==> src/hdl/ssir_pkg.sv <==
// ----------------------------------------------------------------------------
// Sorted set package
// Shared types and constants for the sorted set insert/remove core and its
// chain of storage cells.
// ----------------------------------------------------------------------------
package ssir_pkg;

   localparam int CAPACITY_DEF = 16;

   // Operation codes carried in the request beat.
   localparam logic OP_INSERT = 1'b0;
   localparam logic OP_REMOVE = 1'b1;

   // Status codes carried in the response beat.
   localparam logic [1:0] ST_DONE = 2'd0;
   localparam logic [1:0] ST_MISS = 2'd1;
   localparam logic [1:0] ST_FULL = 2'd2;

   typedef struct packed {
      logic               operation;
      logic signed [31:0] value;
   } req_type;

   typedef struct packed {
      logic [1:0] status;
      logic [4:0] entry_count;
   } rsp_type;

   // Commands broadcast from the sequencer to every cell.
   typedef struct packed {
      logic cmp_en;
      logic do_insert;
      logic do_remove;
   } cell_ctrl_type;

   typedef enum logic [1:0] {
      S_IDLE,
      S_SEARCH,
      S_UPDATE
   } state_type;

endpackage

==> src/hdl/sorted_set_insert_remove_core.sv <==
// ----------------------------------------------------------------------------
// Sorted set insert/remove core
// Keeps up to CAPACITY distinct signed 32-bit values in ascending order in a
// chain of cells and applies one insert or remove per request beat.
// ----------------------------------------------------------------------------
// Usage:
// A request beat carries an operation (insert or remove) and a signed value.
// It is taken when req_valid is high and req_stall is low. Every request
// produces exactly one response beat with a status (done, duplicate/absent,
// or full) and the number of entries held after the operation.
// Each request passes through an accept state, a search state in which
// every cell compares its entry with the value in parallel and registers the
// result, and an update state in which the cells shift toward or away from
// the insertion point in one step. The response is visible in the cycle after
// the update; a new request is taken only once the sequencer is back in idle,
// so requests do not overlap. The sequencer sets this pace; the cells
// themselves work in parallel regardless of CAPACITY.
// The response sits in an output register. While the receiver stalls, the
// core still accepts and searches the next request, and holds in the update
// cycle until the output register is free, so no response is lost.
// Reset empties the set at once; cell contents are not cleared, since only
// cells below the entry count are ever compared.
// ----------------------------------------------------------------------------
module sorted_set_insert_remove_core
   import ssir_pkg::*;
#(
   parameter int CAPACITY = CAPACITY_DEF
)
(
   input  logic    clock,
   input  logic    reset,
   input  logic    req_valid,
   output logic    req_stall,
   input  req_type req_payload,
   output logic    rsp_valid,
   input  logic    rsp_stall,
   output rsp_type rsp_payload
);

   // Count has to hold the value CAPACITY itself.
   localparam int CW = $clog2(CAPACITY + 1);

   state_type          state_ff;
   state_type          state_in;
   logic               op_ff;
   logic signed [31:0] key_ff;
   logic [CW-1:0]      count_ff;
   logic [CW-1:0]      count_in;
   logic               rsp_valid_ff;
   logic               rsp_valid_in;
   rsp_type            rsp_ff;
   rsp_type            rsp_in;

   cell_ctrl_type      ctrl;
   logic signed [31:0] entry_vec [CAPACITY];
   logic [CAPACITY-1:0] lt_vec;
   logic [CAPACITY-1:0] eq_vec;

   logic               found;
   logic               full;
   logic               out_free;
   logic [CW+4:0]      count_wide;

   // ------------------------------------------------------------------
   // Chain of cells. Each cell sees its neighbors' entries and the
   // comparison flag of the cell below it, which marks the insertion point.
   // ------------------------------------------------------------------
   for (genvar i = 0; i < CAPACITY; i++) begin : g_cell
      localparam logic [CW-1:0] SLOT = CW'(i);
      logic               left_lt;
      logic signed [31:0] left_entry;
      logic signed [31:0] right_entry;

      if (i == 0) begin : g_first
         assign left_lt    = 1'b1;
         assign left_entry = key_ff;
      end else begin : g_inner
         assign left_lt    = lt_vec[i-1];
         assign left_entry = entry_vec[i-1];
      end

      if (i == CAPACITY - 1) begin : g_last
         assign right_entry = entry_vec[i];
      end else begin : g_mid
         assign right_entry = entry_vec[i+1];
      end

      ssir_cell u_cell (
         .clock       (clock),
         .ctrl        (ctrl),
         .key         (key_ff),
         .occupied    (SLOT < count_ff),
         .left_lt     (left_lt),
         .left_entry  (left_entry),
         .right_entry (right_entry),
         .entry       (entry_vec[i]),
         .lt_flag     (lt_vec[i]),
         .eq_flag     (eq_vec[i])
      );
   end

   // The set holds no repeats, so at most one cell reports a match.
   assign found    = |eq_vec;
   assign full     = (count_ff == CW'(CAPACITY));
   assign out_free = !rsp_valid_ff || !rsp_stall;

   // ------------------------------------------------------------------
   // Sequencer: accept, search, update.
   // ------------------------------------------------------------------
   always_comb begin
      state_in     = state_ff;
      count_in     = count_ff;
      rsp_in       = rsp_ff;
      rsp_valid_in = rsp_valid_ff && rsp_stall;
      ctrl         = '0;
      req_stall    = 1'b1;
      count_wide   = '0;

      unique case (state_ff)
         S_IDLE: begin
            req_stall = 1'b0;
            if (req_valid) begin
               state_in = S_SEARCH;
            end
         end
         S_SEARCH: begin
            ctrl.cmp_en = 1'b1;
            state_in    = S_UPDATE;
         end
         S_UPDATE: begin
            if (out_free) begin
               if (op_ff == OP_INSERT) begin
                  if (found) begin
                     rsp_in.status = ST_MISS;
                  end else if (full) begin
                     rsp_in.status = ST_FULL;
                  end else begin
                     rsp_in.status  = ST_DONE;
                     ctrl.do_insert = 1'b1;
                     count_in       = count_ff + CW'(1);
                  end
               end else begin
                  if (found) begin
                     rsp_in.status  = ST_DONE;
                     ctrl.do_remove = 1'b1;
                     count_in       = count_ff - CW'(1);
                  end else begin
                     rsp_in.status = ST_MISS;
                  end
               end
               count_wide         = (CW+5)'(count_in);
               rsp_in.entry_count = count_wide[4:0];
               rsp_valid_in       = 1'b1;
               state_in           = S_IDLE;
            end
         end
         default: begin
            state_in = S_IDLE;
         end
      endcase
   end

   always_ff @(posedge clock) begin
      if (reset) begin
         state_ff     <= S_IDLE;
         count_ff     <= '0;
         rsp_valid_ff <= 1'b0;
      end else begin
         state_ff     <= state_in;
         count_ff     <= count_in;
         rsp_valid_ff <= rsp_valid_in;
      end
   end

   // Payload registers need no reset.
   always_ff @(posedge clock) begin
      if (state_ff == S_IDLE && req_valid) begin
         op_ff  <= req_payload.operation;
         key_ff <= req_payload.value;
      end
      rsp_ff <= rsp_in;
   end

   assign rsp_valid   = rsp_valid_ff;
   assign rsp_payload = rsp_ff;

endmodule

==> src/hdl/ssir_cell.sv <==
// ----------------------------------------------------------------------------
// Sorted set storage cell
// Holds one entry, compares it with the search key and shifts to or from its
// neighbors when an insert or remove is applied.
// ----------------------------------------------------------------------------
module ssir_cell
   import ssir_pkg::*;
(
   input  logic               clock,
   input  cell_ctrl_type      ctrl,
   input  logic signed [31:0] key,
   input  logic               occupied,
   input  logic               left_lt,
   input  logic signed [31:0] left_entry,
   input  logic signed [31:0] right_entry,
   output logic signed [31:0] entry,
   output logic               lt_flag,
   output logic               eq_flag
);

   logic signed [31:0] entry_ff;
   logic               lt_ff;
   logic               eq_ff;

   always_ff @(posedge clock) begin
      if (ctrl.cmp_en) begin
         lt_ff <= occupied && (entry_ff < key);
         eq_ff <= occupied && (entry_ff == key);
      end
      // Cells below the insertion point keep their entry; the cell at the
      // insertion point takes the key and the ones above it move up by one.
      if (ctrl.do_insert && !lt_ff) begin
         entry_ff <= left_lt ? key : left_entry;
      end else if (ctrl.do_remove && !lt_ff) begin
         entry_ff <= right_entry;
      end
   end

   assign entry   = entry_ff;
   assign lt_flag = lt_ff;
   assign eq_flag = eq_ff;

endmodule

==> config.mk <==
export PLATFORM = sky130hd
export DESIGN_NAME = sorted_set_insert_remove_core
export DESIGN_NICKNAME = d
export VERILOG_FILES = /design/src/hdl/ssir_pkg.sv /design/src/hdl/sorted_set_insert_remove_core.sv /design/src/hdl/ssir_cell.sv
export SDC_FILE = /design/constraint.sdc
export NUM_CORES = 2
export LEC_CHECK = 0
export BUFFER_PORTS_ARGS = -buffer_cell sky130_fd_sc_hd__buf_2
export CORE_ASPECT_RATIO = 0.6
export CORE_MARGIN = 8
export CORE_UTILIZATION = 40
export CTS_BUF_LIST = sky130_fd_sc_hd__clkbuf_8
export DETAILED_ROUTE_END_ITERATION = 10
export SYNTH_ARGS = -nofsm -noshare
export SYNTH_HDL_FRONTEND = slang
export SYNTH_SLANG_ARGS = --single-unit
==> constraint.sdc <==
create_clock -name clock -period 4.5 [get_ports clock]
set_input_delay 0.225 -clock clock [delete_from_list [all_inputs] [get_ports clock]]
set_output_delay 0.225 -clock clock [all_outputs]
set_load 0.01 [all_outputs]
==> results by group <==
Placement
  – Post-Place Worst Slack: approximately 740 ps
  – DP HPWL: 89600 µm
  – Placer congestion estimate: just under 0.9
  – Port Buf Inserts: 45
  – DP Cell Count: between 4000 and 5000

Power
  – Leakage power: about 18 nW
  – PwrDens: between 200 and 300 nW/µm²
  – VDD IR max: around 0.20 mV

Synthesis
  – Synthesized netlist cell count: about 3700
  – Synth Register Bits: 592
  – Fraction of registers with async set/reset: 0
  – Syn Area/Cell: about 11 µm²
  – Ys Warns: 0
  – EDFF count, synth: 584
  – Post-Syn Area: 40000 µm²
  – Post-synth net total: roughly 4300
  – Main synth FF type: edfxtp_1
  – Fraction of the yosys area taken by sequential cells: 0.442
  – Cell variety after synth: 63

Clock network
  – CTS Buffer Depth: 3
  – Htree depth: 3
  – CTS Buf Count: 92
  – Cts repair resizes: 0
  – Clk Latency, worst-skew pair: between 700 and 800 ps
  – Root Buffer: clkbuf_8
  – Clock-pin slew on the worst setup and hold paths: 60 ps
  – CTS tree: built
  – Clock sinks: just under 600

Worst setup path
  – Worst Setup End Kind: register
  – CP Data Arrival Time: around 4400 ps
  – CP Launch Type: register
  – Critical path's largest stage delay: 830 ps
  – Crit Path Class: register to register
  – Critical path, cell by cell: inv_1 -> ha_1 -> nand2_1 -> or3_1 -> nand3b_1 -> a31oi_1 -> o21a_1 -> nor3_1
  – Worst path required time: approximately 5000 ps
  – Worst-path fanout max: 17
  – Slowest-stage cell, CP: edfxtp_1

Finish
  – Multi-input combinational cell area: about 21000 µm²
  – Nets@finish: 4340
  – Post-synthesis to final-layout area growth: 9.91%
  – Register area: 17700 µm²
  – Finished Layout Cells: between 5000 and 6000
  – # fillers: 9499
  – Core Util, Final: 0.440
  – Layout cell share with drive strength beyond 1: 0.0960

Timing
  – Final hold vios: 0
  – Final Cycle Share: 0.867
  – Worst Setup Slack, final: 600 ps
  – RSZ-0062 raised after global routing: false
  – Fmax: between 200 and 300 MHz
  – Worst slew margin: 0.148
  – Final-report setup violation count: 0
  – Skew final: around 23 ps
  – Final min period: between 3000 and 4000 ps
  – Final Max Tran Viols: 0
  – TNS Setup: 0 ps
  – Worst-Margin Slew: about 1300 ps

Detailed routing
  – DR vias: around 30000
  – Antenna-violating nets left: 0
  – Final WL: between 100000 and 150000 µm
  – Wirelength per Cell: about 23 µm
  – First DRT Iteration DRCs: approximately 3000
  – DR pass1 iterations: 5
  – Vias/cell: 5.84
  – Residual DRC: 0

GRT
  – Global-route wire length before repair: around 180000 µm
  – Pin count of the biggest net entering global routing: between 60 and 70
  – GR Util met1: 0.347
  – Vias in the first global route: 29200
  – Met2 global-route usage: 0.268
  – M3 GR Usage: 0.0406
  – Global Route Usage Sum: 0.207
  – Initial antenna violation count: 3
  – GRT Residual Overflow: 0
  – Most used routing layer in global routing: met1

Min path
  – HP Class: input pin to register

Run status
  – Outcome: finished, final reports clean

Floorplan
  – FP Rows: 90
  – Initial Util: 0.401
  – I/O Pins: 46
  – Core Region: about 100000 µm²
  – Die Wd: 424 µm
  – Die Area: 111000 µm²
  – Chip height: between 200 and 300 µm

Flow run
  – Max-Cap Viols: 0
==> stage by stage <==
stage / power [mW] / instance area (µm²) / hold slack, ps
6_report: 11.9 / 44000 / 187
5_1_grt: 12.4 / 44000 / 137
4_1_cts: 12.0 / 44000 / 96.1
3_5_place_dp: 7.61 / 42000 / 404
3_3_place_gp: 7.59 / 42000 / 403
2_1_floorplan: 7.16 / 40000 / 324
==> worst max-delay path: cells and delay by family, from the launching register on <==
| family | cells | cell delay [ps] |
|---|---|---|
| AOI/OAI and AO/OA | 2 | 830 |
| adders and majority gates | 1 | 480 |
| buffers and inverters | 1 | 580 |
| DFF | 1 | 830 |
| and+or+nand+nor | 4 | 890 |
==> cells by family (layout without fill, tap and decap cells) <==
group                      count (synthesis)  count (layout)  synth area share
adders and majority gates                517             517             0.162
DFF                                      592             592             0.442
muxes                                    518             518             0.132
and+or+nand+nor                          919             919             0.108
buffers and inverters                    296             425            0.0324
other                                      0               2                 0
AOI/OAI and AO/OA                        880             880             0.123
xor gates and xnor gates                   5               5           0.00109
==> area by class of cell <==
type,instances,share of cell area
diodes,2,0.000114
clock buffers,97,0.0304
clock inverters,67,0.00640
inverters,76,0.00649
multi-input cells,2839,0.482
flip-flops and latches,592,0.402
well taps,1334,0.0380
repair buffers,185,0.0343
==> path summary, 6_finish.rpt <==
check	from	to	slack [ps]	depth (start not counted)
worst min register to register	rsp_valid	rsp_valid	530	2
worst max register to register	g_cell[0].left_entry[25]	g_cell[9].u_cell.lt_flag	600	8
worst min-delay path	req_payload[11]	g_cell[0].left_entry[11]	190	2
worst max-delay path	g_cell[0].left_entry[25]	g_cell[9].u_cell.lt_flag	600	8
==> metal layers <==
metal / routed length, µm / vias to the layer above
met5: 0 / -
met4: 1700 / 0
met3: 10000 / 115
met2: 43500 / 1084
met1: 62700 / 14800
li1: - / 14300
==> Yosys cell counts, drive strengths merged (7+ instances only) <==
master | count | area share
and3 | 9 | 0.0014
nor2b | 30 | 0.0047
or3 | 10 | 0.0016
nor4 | 28 | 0.0044
nand3 | 35 | 0.0045
buf | 86 | 0.013
a21oi | 635 | 0.079
a2111oi | 10 | 0.0022
a21o | 48 | 0.0090
nor2 | 532 | 0.054
o21ai | 75 | 0.0094
a21boi | 8 | 0.0015
dfxtp | 8 | 0.0040
and4 | 26 | 0.0057
mux2 | 63 | 0.018
inv | 76 | 0.0071
nand4 | 89 | 0.014
clkbuf | 134 | 0.013
nor3 | 25 | 0.0031
a221oi | 20 | 0.0044
o211ai | 15 | 0.0028
o21a | 11 | 0.0021
a211oi | 7 | 0.0013
mux2i | 455 | 0.11
ha | 517 | 0.16
nand2 | 113 | 0.011
edfxtp | 584 | 0.44
==> power breakdown <==
| part | switching, mW | leakage (nW) | internal (mW) |
|---|---|---|---|
| combinational | 0.809 | 11.5 | 0.534 |
| clock | 2.37 | 0.943 | 1.99 |
| sequential | 0.124 | 5.37 | 6.08 |
| total | 3.31 | 17.8 | 8.60 |
==> what timing repair did <==
action | 4_1_cts | 5_1_grt
hold buffers | 37 | 0
endpoints found under the hold margin | 41 | 0
buffers inserted | 0 | 0
==> layout by cell type (no fill, tap or decap), types with 11 or more instances in the layout <==
cell type | synthesis | final
nand3_1 | 34 | 34
and4_1 | 26 | 26
nand4_1 | 89 | 89
o21a_1 | 11 | 11
buf_2 | 54 | 45
nand2_1 | 113 | 113
inv_1 | 75 | 108
o21ai_0 | 74 | 74
nor4_1 | 28 | 28
dlygate4sd3_1 | 0 | 37
nor2b_1 | 30 | 29
buf_4 | 29 | 92
nor2_4 | 0 | 23
mux2_2 | 63 | 63
a21oi_1 | 635 | 635
ha_1 | 517 | 517
nor3_1 | 25 | 25
a21o_1 | 48 | 48
clkinv_1 | 0 | 21
nor2_1 | 517 | 500
edfxtp_1 | 584 | 584
mux2i_1 | 455 | 455
clkbuf_8 | 0 | 97
a221oi_1 | 20 | 20
o211ai_1 | 15 | 15
buf_12 | 0 | 11
==> state kept, by name, indices dropped and copies added, names as in the netlist <==
register,cells
rsp_payload,7
count_ff,5
op_ff,1
g_cell.left_entry,32
g_cell.u_cell.lt_flag,16
rsp_valid,1
state_ff,2
g_cell.u_cell.entry,512
g_cell.u_cell.eq_flag,16
Power figures use the tool's default switching activity.
